==> src/hdl/gpc_pkg.sv <==
// Shared types and constants for the grid path counter.
`default_nettype none

package gpc_pkg;

  localparam int COUNT_W = 30;
  localparam int CFG_W   = 11;
  localparam int IDX_W   = 2;
  localparam int ROW_W   = 10;

  localparam logic [COUNT_W-1:0] PATH_MOD  = 30'd1000000007;
  localparam logic [CFG_W-1:0]   ROW_LIMIT = 11'd1024;

  localparam logic [IDX_W-1:0] REG_NUM_COLS = 2'd0;
  localparam logic [IDX_W-1:0] REG_NUM_ROWS = 2'd1;

  typedef struct packed {
    logic first_row;
    logic first_col;
    logic is_last;
  } cell_pos_t;

endpackage

`default_nettype wire

==> src/hdl/gpc_cursor.sv <==
// Grid size registers and the row and column position of the next cell.
`default_nettype none

module gpc_cursor #(
  parameter int MAX_COLS = 1024,
  parameter int COL_W    = 10
) (
  input  wire                              clk,
  input  wire                              rst_n,
  input  wire                              cfg_we,
  input  wire  [gpc_pkg::IDX_W-1:0]        cfg_index,
  input  wire  [gpc_pkg::CFG_W-1:0]        cfg_data,
  input  wire                              advance,
  output logic [COL_W-1:0]                 col,
  output gpc_pkg::cell_pos_t               pos
);

  localparam int CMP_W = (COL_W + 1 > gpc_pkg::CFG_W) ? COL_W + 1 : gpc_pkg::CFG_W;

  logic [gpc_pkg::CFG_W-1:0] num_cols_r;
  logic [gpc_pkg::CFG_W-1:0] num_rows_r;
  logic [COL_W-1:0]          col_r;
  logic [gpc_pkg::ROW_W-1:0] row_r;
  logic [COL_W-1:0]          col_nxt;
  logic [gpc_pkg::ROW_W-1:0] row_nxt;
  logic [CMP_W-1:0]          cols_ext;
  logic [COL_W-1:0]          last_col;
  logic [gpc_pkg::ROW_W-1:0] last_row;
  logic                      at_last_col;

  assign cols_ext = CMP_W'(num_cols_r);

  always_comb begin
    if (num_cols_r == '0) begin
      last_col = '0;
    end else if (cols_ext > CMP_W'(MAX_COLS)) begin
      last_col = COL_W'(MAX_COLS - 1);
    end else begin
      last_col = COL_W'(cols_ext - CMP_W'(1));
    end
  end

  always_comb begin
    if (num_rows_r == '0) begin
      last_row = '0;
    end else if (num_rows_r > gpc_pkg::ROW_LIMIT) begin
      last_row = gpc_pkg::ROW_W'(gpc_pkg::ROW_LIMIT - 11'd1);
    end else begin
      last_row = gpc_pkg::ROW_W'(num_rows_r - 11'd1);
    end
  end

  assign at_last_col   = (col_r == last_col);
  assign col           = col_r;
  assign pos.first_row = (row_r == '0);
  assign pos.first_col = (col_r == '0);
  assign pos.is_last   = at_last_col && (row_r == last_row);

  always_comb begin
    col_nxt = col_r;
    row_nxt = row_r;
    if (advance) begin
      priority if (pos.is_last) begin
        col_nxt = '0;
        row_nxt = '0;
      end else if (at_last_col) begin
        col_nxt = '0;
        row_nxt = row_r + gpc_pkg::ROW_W'(1);
      end else begin
        col_nxt = col_r + COL_W'(1);
      end
    end
  end

  always_ff @(posedge clk) begin
    if (!rst_n) begin
      num_cols_r <= gpc_pkg::CFG_W'(1);
      num_rows_r <= gpc_pkg::CFG_W'(1);
      col_r      <= '0;
      row_r      <= '0;
    end else if (cfg_we && (cfg_index == gpc_pkg::REG_NUM_COLS ||
                            cfg_index == gpc_pkg::REG_NUM_ROWS)) begin
      if (cfg_index == gpc_pkg::REG_NUM_COLS) begin
        num_cols_r <= cfg_data;
      end else begin
        num_rows_r <= cfg_data;
      end
      col_r <= '0;
      row_r <= '0;
    end else begin
      col_r <= col_nxt;
      row_r <= row_nxt;
    end
  end

endmodule

`default_nettype wire
==> config.mk <==
export PLATFORM = sky130hd
export DESIGN_NAME = gpc_cursor
export DESIGN_NICKNAME = d
export VERILOG_FILES = /design/src/hdl/gpc_pkg.sv /design/src/hdl/gpc_cursor.sv
export SDC_FILE = /design/constraint.sdc
export NUM_CORES = 1
export LEC_CHECK = 0
export ABC_AREA = 1
export ABC_CLOCK_PERIOD_IN_PS = 6100
export BUFFER_PORTS_ARGS = -buffer_cell sky130_fd_sc_hd__buf_2
export CAP_MARGIN = 20
export CELL_PAD_IN_SITES_DETAIL_PLACEMENT = 0
export CELL_PAD_IN_SITES_GLOBAL_PLACEMENT = 1
export CORE_MARGIN = 2
export CORE_UTILIZATION = 45
export DETAILED_ROUTE_END_ITERATION = 10
export MAX_ROUTING_LAYER = met4
export PLACE_DENSITY = 0.94
export SLEW_MARGIN = 30
export SYNTH_ARGS = -nofsm -noshare
export SYNTH_HDL_FRONTEND = slang
export SYNTH_SLANG_ARGS = --single-unit
==> constraint.sdc <==
create_clock -name clk -period 6.1 [get_ports clk]
set_clock_uncertainty 0.2 [all_clocks]
set_input_delay 0.61 -clock clk [delete_from_list [all_inputs] [get_ports clk]]
set_output_delay 0.61 -clock clk [all_outputs]
set_load 0.01 [all_outputs]
After elaboration in Yosys (flattened, before gate mapping)
Index checks and enable logic that the tools add are counted.
{"block": "totals", "reg_bits": 42, "input_bits": 17, "word_cells": 36}
{"block": "op_classes", "addsub": 4, "n_lt_le_gt_ge": 2, "n_eq_ne": 3, "muxes": 8, "n_bitwise": 2, "n_reduce_logical": 13}
{"operator": "two-way mux 10 bit", "n": 8}
{"operator": "> comparator 11 bit (second input constant)", "n": 2}
{"operator": "zero test 11 bit", "n": 2}
{"operator": "adder 10 x 1 -> 10 bit (second input constant)", "n": 2}
{"operator": "equality test 10 bit", "n": 2}
{"operator": "zero test 10 bit", "n": 2}
{"operator": "subtractor 10 x 1 -> 10 bit (second input constant)", "n": 2}
{"operator": "AND reduction 2 bit", "n": 3}
{"operator": "equality test 2 x 1 -> 1 bit (second input constant)", "n": 1}
{"operator": "logical AND 1 bit", "n": 2}
{"operator": "zero test 2 bit", "n": 1}
{"operator": "NOT 1 bit", "n": 2}
{"operator": "nonzero test 2 bit", "n": 1}
{"operator": "OR reduction 2 bit", "n": 1}
{"operator": "logical OR 1 bit", "n": 1}

Logic depth before layout (Yosys ltp)
Gate-level depths: netlist (run 1).
{"block": "logic_depth", "ltp_word": 7, "depth_mapped": 19}

Worst setup path before layout (run 1)
No wires, ideal clock.
{"block": "synth_path", "path_type": "register to output", "from": "register num_rows_r[0] (netlist bit)", "to": "output port pos[0] (netlist bit)", "arrival_ps": 1984, "t_required_ps": 5290, "slack_ps": 3306, "stages_incl_launch_ff": 15, "n_path_buf": 1, "path_cell_list": "dfxtp_1 -> inv_1 -> ha_1 -> inv_1 -> nor2_1 -> nand2_1 -> nor2_1 -> nand3_1 -> buf_2 -> nand2_1 -> xor2_1 -> nand3_1 -> nor2_1 -> inv_1 -> nor3_1"}
{"item": "from (decl)", "line": "gpc_cursor.sv:21", "source": "logic [gpc_pkg::CFG_W-1:0] num_rows_r;"}
{"item": "from (signal assigned)", "line": "gpc_cursor.sv:78", "source": "num_rows_r <= gpc_pkg::CFG_W'(1);"}
{"item": "from (signal assigned)", "line": "gpc_cursor.sv:86", "source": "num_rows_r <= cfg_data;"}
{"item": "to (decl)", "line": "gpc_cursor.sv:15", "source": "output gpc_pkg::cell_pos_t pos"}

==> results of run 1 <==
kinds of logic (layout without fill, tap and decap cells):
logic type      count (synthesis)  in the layout  share of synthesized area (%)
simple gates                  297            297                           46.3
compound gates                 52             52                           9.16
buf+inv                        78            104                           11.3
xor+xnor                        8              8                           2.36
flops                          42             42                           28.4
fa+ha+maj                       6              6                           2.53
per-stage QoR:
step	cells	utilization, %	area [µm²]	hold WS [ns]
6_report	586	50.7	3220	0.286
5_1_grt	586	50.7	3220	0.317
4_1_cts	586	50.7	3220	0.286
3_5_place_dp	578	49.2	3120	0.273
3_3_place_gp	578	49.2	3120	0.261
2_1_floorplan	483	-	2970	0.248
layer usage:
metal	part of all wire, %	vias up	track usage [%]
met5	0	-	-
met4	1.0	0	5.92
met2	49	35	37.5
met1	47	1372	24.9
met3	2.6	8	3.11
li1	-	1601	-
final timing paths:
| kind | startpoint | endpoint |
|---|---|---|
| max | num_rows_r[0] | pos[0] |
| min | num_rows_r[1] | num_rows_r[1] |
| max reg2reg | num_rows_r[0] | row_r[6] |
| min reg2reg | num_rows_r[1] | num_rows_r[1] |
power by group:
group          internal (mW)  switching [mW]  total (mW)
combinational         0.0525          0.0987       0.151
sequential             0.282         0.00870       0.291
clock                 0.0912           0.105       0.197
total                  0.426           0.213       0.639
layout make-up:
type | instances | area [µm²] | area share [%]
Sequential cell | 42 | 841 | 26.1
Clock buffer | 6 | 82.6 | 2.57
Clock inverter | 2 | 12.5 | 0.389
Multi-Input combinational cell | 363 | 1790 | 55.6
Inverter | 67 | 251 | 7.81
Tap cell | 77 | 96.3 | 2.99
Timing Repair Buffer | 29 | 145 | 4.51
flip-flops by register name (all words and copies together), names as in the netlist:
name and flops:
col 10, row_r 10, cols_ext 11, num_rows_r 11
cells in the final DEF (no fill, tap or decap):
| cell | instances |
|---|---|
| o21ai_2 | 1 |
| nor4_1 | 4 |
| clkinv_2 | 1 |
| clkbuf_8 | 6 |
| and3_1 | 1 |
| nor2_1 | 55 |
| o211ai_1 | 2 |
| nor2_4 | 4 |
| nor3_1 | 10 |
| ha_1 | 6 |
| nand3_2 | 5 |
| o21ai_0 | 23 |
| a21oi_1 | 23 |
| o21bai_1 | 1 |
| nand3b_1 | 1 |
| nor2_2 | 3 |
| buf_2 | 29 |
| o21ai_1 | 2 |
| nand4_1 | 17 |
| nand2_4 | 2 |
| nand2_2 | 4 |
| inv_1 | 65 |
| nand3b_4 | 1 |
| nand2_1 | 138 |
| nand3_4 | 1 |
| clkinvlp_4 | 1 |
| nand3_1 | 51 |
| dfxtp_1 | 42 |
| xor2_1 | 8 |
| inv_2 | 2 |
worst max-delay path, stage by stage, from the launching register on:
cell and delay (ns):
dfxtp_1 0.30, inv_1 0.13, ha_1 0.27, inv_1 0.06, nor2_1 0.08, nand2_1 0.07
nor2_1 0.12, nand3_1 0.36, nand2_1 0.20, nand2_1 0.06, nand2_1 0.06, nand2_1 0.05
nor2_1 0.10, nand3_1 0.08, nor2_1 0.17, inv_1 0.11, nor3_1 0.20, buf_2 0.18
==> metrics.log, run 1 <==
INFO  metric ir_worst_vdd = 96.4 µV
INFO  metric cp.required = 5.29 ns
INFO  metric count_of_final_hold_check_violations = 0
INFO  metric tritoncts = yes
INFO  metric grt_first_pass_wirelength = 12.4 mm
INFO  metric clock-sinks = 42
INFO  metric cell_area_power_density = 198 mW/mm²
INFO  metric num_antenna_cells = 0
INFO  metric place_worst_setup_slack = 2.77 ns
INFO  metric fin_crit_sh = 60.8%
INFO  metric timing_worst_setup_path_type = reg -> out
INFO  metric drt_pass1_iterations = 4
INFO  metric postCtsSetupBuffers = 0
INFO  metric detailedRoute.firstIterationViolations = 125
INFO  metric holdCritPathClass = reg -> reg
INFO  metric synthArstFlopShare = 0%
INFO  metric clock_latency = 0.30 ns
INFO  metric crit_path_start_kind = register
INFO  metric dpl.hpwl = 5.52 mm
INFO  metric grt_pass1_vias = 2837
INFO  metric grt_setup_unrepaired = no
INFO  metric detail_route.wirelength = 7.11 mm
INFO  metric floorplan.die.height = 85.2 µm
INFO  metric globalRouteTotalUtil = 21.2%
INFO  metric synth_instances = 483
INFO  metric report.final.slew_viol_count = 0
INFO  metric synth.yosys.seq_area_share = 28.4%
INFO  metric post-route-worst-setup-slack = 2.39 ns
INFO  metric critPathCaptureType = output pin
INFO  metric grt_residual_overflow = 0
INFO  metric power.static_leakage = 1.58 nW
INFO  metric worstMarginPinSlew = 0.586 ns
INFO  metric timing.reg2reg.worst_path_depth = 17
INFO  metric grt_antenna_before_repair = 0
INFO  metric ctsResizeCount = 0
INFO  metric synthTopCellsByCount = nand2_1 (138), inv_1 (65), nor2_1 (55)
INFO  metric synth.top_cells.by_area = dfxtp_1 (28%), nand2_1 (17%), nand3_1 (8.6%)
INFO  metric n_fill_cell = 666
INFO  metric totalNegativeSetupSlack = 0 ns
INFO  metric syn_avg_cell_area = 6.14 µm²
INFO  metric postSynthRegisterBits = 42
INFO  metric num_cts_buffers = 5
INFO  metric viasPerCell = 5.15
INFO  metric htree_num_levels = 2
INFO  metric synthesized_netlist_net_count = 506
INFO  metric finalPower = 0.639 mW
INFO  metric relSlewSlack = 60.6%
INFO  metric area_growth_syn_to_layout = 8.57%
INFO  metric count_of_flip_flops_with_a_built_in_enable_after_synthesis = 0
INFO  metric post_synth_instance_area = 0.00297 mm²
INFO  metric core.rowCount = 29
INFO  metric whs_path_depth = 2
INFO  metric yosysMostFrequentCell = nand2_1
INFO  metric synth.largest_area_cell = dfxtp_1
INFO  metric finalSetupViolCount = 0
INFO  metric port-buffer-count = 29
INFO  metric boundaryPins = 30
INFO  metric synth_top_flop_cell = dfxtp_1
INFO  metric cap_viol_max_count = 0
INFO  metric synth-warning-count = 0
INFO  metric netlist-cell-type-count = 32
INFO  metric die_area = 0.00725 mm²
INFO  metric drtAntennaViolNets = 0
INFO  metric start_util = 46.7%
INFO  metric path_max_fanout = 13
INFO  metric die_width = 85.2 µm
INFO  metric dr_total_vias = 3016
INFO  metric clockBufferDepth = 2
INFO  metric routabilityCongestion = 0.856
INFO  metric clkSlewWorstSetupHoldPaths = 0.09 ns
INFO  metric yosysTopAreaCellShare = 28.4%
INFO  metric layout_min_cycle_time = 3.71 ns
INFO  metric final_layout_size_suffix_gt1_share = 11.8%
INFO  metric final_nets = 531
INFO  metric grt_max_degree = 25
INFO  metric r2r_setup_slk = 3.25 ns
INFO  metric core-area = 0.00635 mm²
INFO  metric detail_route.wl_per_cell = 12.1 µm
INFO  metric run_status = finished clean
INFO  metric clk_root_buffer_cell = clkbuf_8
INFO  metric timing.fmax = 270 MHz
INFO  metric worst_ep_arrival_time = 2.90 ns
INFO  metric cts_hold_repair.buffers = 0
INFO  metric remaining_drc_errors = 0
(Power assumes the default switching activity.)
==> inputs of run 2 (changes only) <==
Settings changed: ABC_CLOCK_PERIOD_IN_PS 6100 to 3590, CORE_UTILIZATION 45 to 41, PLACE_DENSITY 0.94 to 0.87.
Clock period 6.1 ns to 3.59 ns, I/O delays scaled along.
==> run 2 against run 1 <==
  * Global-route usage is 1.1 points lower
  * Critical endpoint unchanged
  * Highest routed layer unchanged
  * Worst hold slack worse by 0.17 ns
  * Critical path type unchanged
  * Register-to-register slack worse by 2.5 ns
  * Flip-flop and latch count stayed put
  * Clock power is 130% higher
==> metrics.log, run 2 (synthesis gave the netlist of run 1 again) <==
INFO  metric run_status = finished clean
INFO  metric die_area = 0.00793 mm²
INFO  metric clock-sinks = 42
INFO  metric drt_pass1_iterations = 4
INFO  metric clk_root_buffer_cell = clkbuf_8
INFO  metric htree_num_levels = 2
INFO  metric core-area = 0.00714 mm²
INFO  metric ctsResizeCount = 0
INFO  metric report.final.slew_viol_count = 0
INFO  metric port-buffer-count = 29
INFO  metric power.static_leakage = 1.60 nW
INFO  metric num_cts_buffers = 5
INFO  metric ir_worst_vdd = 153 µV
INFO  metric met3RoutedLength = 142 µm
INFO  metric cap_viol_max_count = 0
INFO  metric fin_crit_sh = 86.7%
INFO  metric timing.fmax = 321 MHz
INFO  metric floorplan.die.height = 89.0 µm
INFO  metric routabilityCongestion = 0.909
INFO  metric clockBufferDepth = 2
INFO  metric postCtsSetupBuffers = 0
INFO  metric cp.required = 3.03 ns
INFO  metric count_of_final_hold_check_violations = 0
INFO  metric crit_slowest_cell = dfxtp_1
INFO  metric final_nets = 531
INFO  metric seq_area = 841 µm²
INFO  metric path_max_fanout = 13
INFO  metric route.layer.met1.wl = 3.28 mm
INFO  metric n_fill_cell = 791
INFO  metric tritoncts = yes
INFO  metric core.rowCount = 31
INFO  metric remaining_drc_errors = 0
INFO  metric grt_first_pass_wirelength = 12.4 mm
INFO  metric hold_slack = 0.116 ns
INFO  metric relSlewSlack = 63.6%
INFO  metric detailedRoute.firstIterationViolations = 92
INFO  metric cell_area_power_density = 365 mW/mm²
INFO  metric wl_met2 = 3.61 mm
INFO  metric detail_route.wl_per_cell = 11.7 µm
INFO  metric detail_route.wirelength = 7.09 mm
INFO  metric final_util = 46.3%
INFO  metric layout_min_cycle_time = 3.11 ns
INFO  metric most_common_cell_after_layout_fill_and_taps_aside = nand2_1
INFO  metric critical_path.max_stage_delay = 0.31 ns
INFO  metric timing_worst_setup_path_type = reg -> out
INFO  metric num_antenna_cells = 0
INFO  metric clkSlewWorstSetupHoldPaths = 0.09 ns
INFO  metric holdCritPathClass = in -> reg
INFO  metric drtAntennaViolNets = 0
INFO  metric worst_ep_arrival_time = 2.55 ns
INFO  metric grt_max_degree = 25
INFO  metric globalRouteTotalUtil = 20.1%
INFO  metric viasPerCell = 4.97
INFO  metric boundaryPins = 30
INFO  metric finalSetupViolCount = 0
INFO  metric grt_residual_overflow = 0
INFO  metric final_layout_size_suffix_gt1_share = 12.4%
INFO  metric area_growth_syn_to_layout = 11.5%
INFO  metric worstMarginPinSlew = 0.545 ns
INFO  metric dpl.hpwl = 5.60 mm
INFO  metric crit_path_start_kind = register
INFO  metric cts_hold_repair.buffers = 0
INFO  metric die_width = 89.0 µm
INFO  metric grt_pass1_vias = 2853
INFO  metric multi_input_comb_area = 0.00181 mm²
INFO  metric totalNegativeSetupSlack = 0 ns
INFO  metric crit_chain = inv_1 > ha_1 > inv_1 > nor2_1 > nand2_1 > nor2_2 > nand3_4 > nand2_1 > nand2_1 > nand2_1 > nand2_1 > nor2_1 > nand3_1 > nor2_1 > inv_1 > nor3_1 > buf_2
INFO  metric clock_latency = 0.30 ns
INFO  metric start_util = 41.5%
INFO  metric grt_setup_unrepaired = no
INFO  metric critical_path.most_common_cell = nand2_1
INFO  metric grt_antenna_before_repair = 0
INFO  metric commonest_cells_after_routing_fill_and_taps_aside = nand2_1 (137), inv_1 (65), nor2_1 (54)
INFO  metric highest_metal_layer_with_signal_wires = met4
INFO  metric dr_total_vias = 3022
INFO  metric critPathCaptureType = output pin
INFO  metric r2r_setup_slk = 0.79 ns
[run 2: path summary, 6_finish.rpt]
path,from,endpoint,cells after the start
worst max register to register,cols_ext[0],col[7],15
worst min-delay path,cfg_data[0],cols_ext[0],3
worst max-delay path,num_rows_r[0],pos[0],17
worst min register to register,row_r[2],row_r[2],2
[run 2: worst max-delay path: cells and delay by family, from the launching register on]
family        cells  cell delay [ns]
fa+ha+maj         1             0.27
flops             1             0.31
simple gates     12             1.20
buf+inv           4             0.46
[run 2: layout make-up]
type	instances	share of cell area (%)
Multi-Input combinational cell	363	54.7
Sequential cell	42	25.4
Inverter	67	7.60
Timing Repair Buffer	29	4.39
Tap cell	99	3.75
Clock buffer	5	2.08
Clock inverter	3	2.08
[run 2: per-stage QoR]
stage	worst slack (ns)	total power [mW]	cell area [µm²]	instances
after floorplan	1.05	0.710	2970	483
after global placement	0.608	0.758	3150	600
after detailed placement	0.542	0.761	3150	600
after CTS	0.202	1.22	3290	608
after global routing	0.0480	1.28	3310	608
final	0.476	1.21	3310	608
[run 2: per-layer routing]
metal / GRT usage, % / up-vias
met1: 23.3 / 1381
met5: - / -
met3: 2.77 / 8
met4: 4.61 / 0
met2: 36.6 / 32
li1: - / 1601
[run 2: report_power, final]
| part | internal, mW | switching [mW] | total [mW] |
|---|---|---|---|
| Sequential | 0.480 | 0.0148 | 0.494 |
| Combinational | 0.0899 | 0.166 | 0.256 |
| Clock | 0.279 | 0.176 | 0.455 |
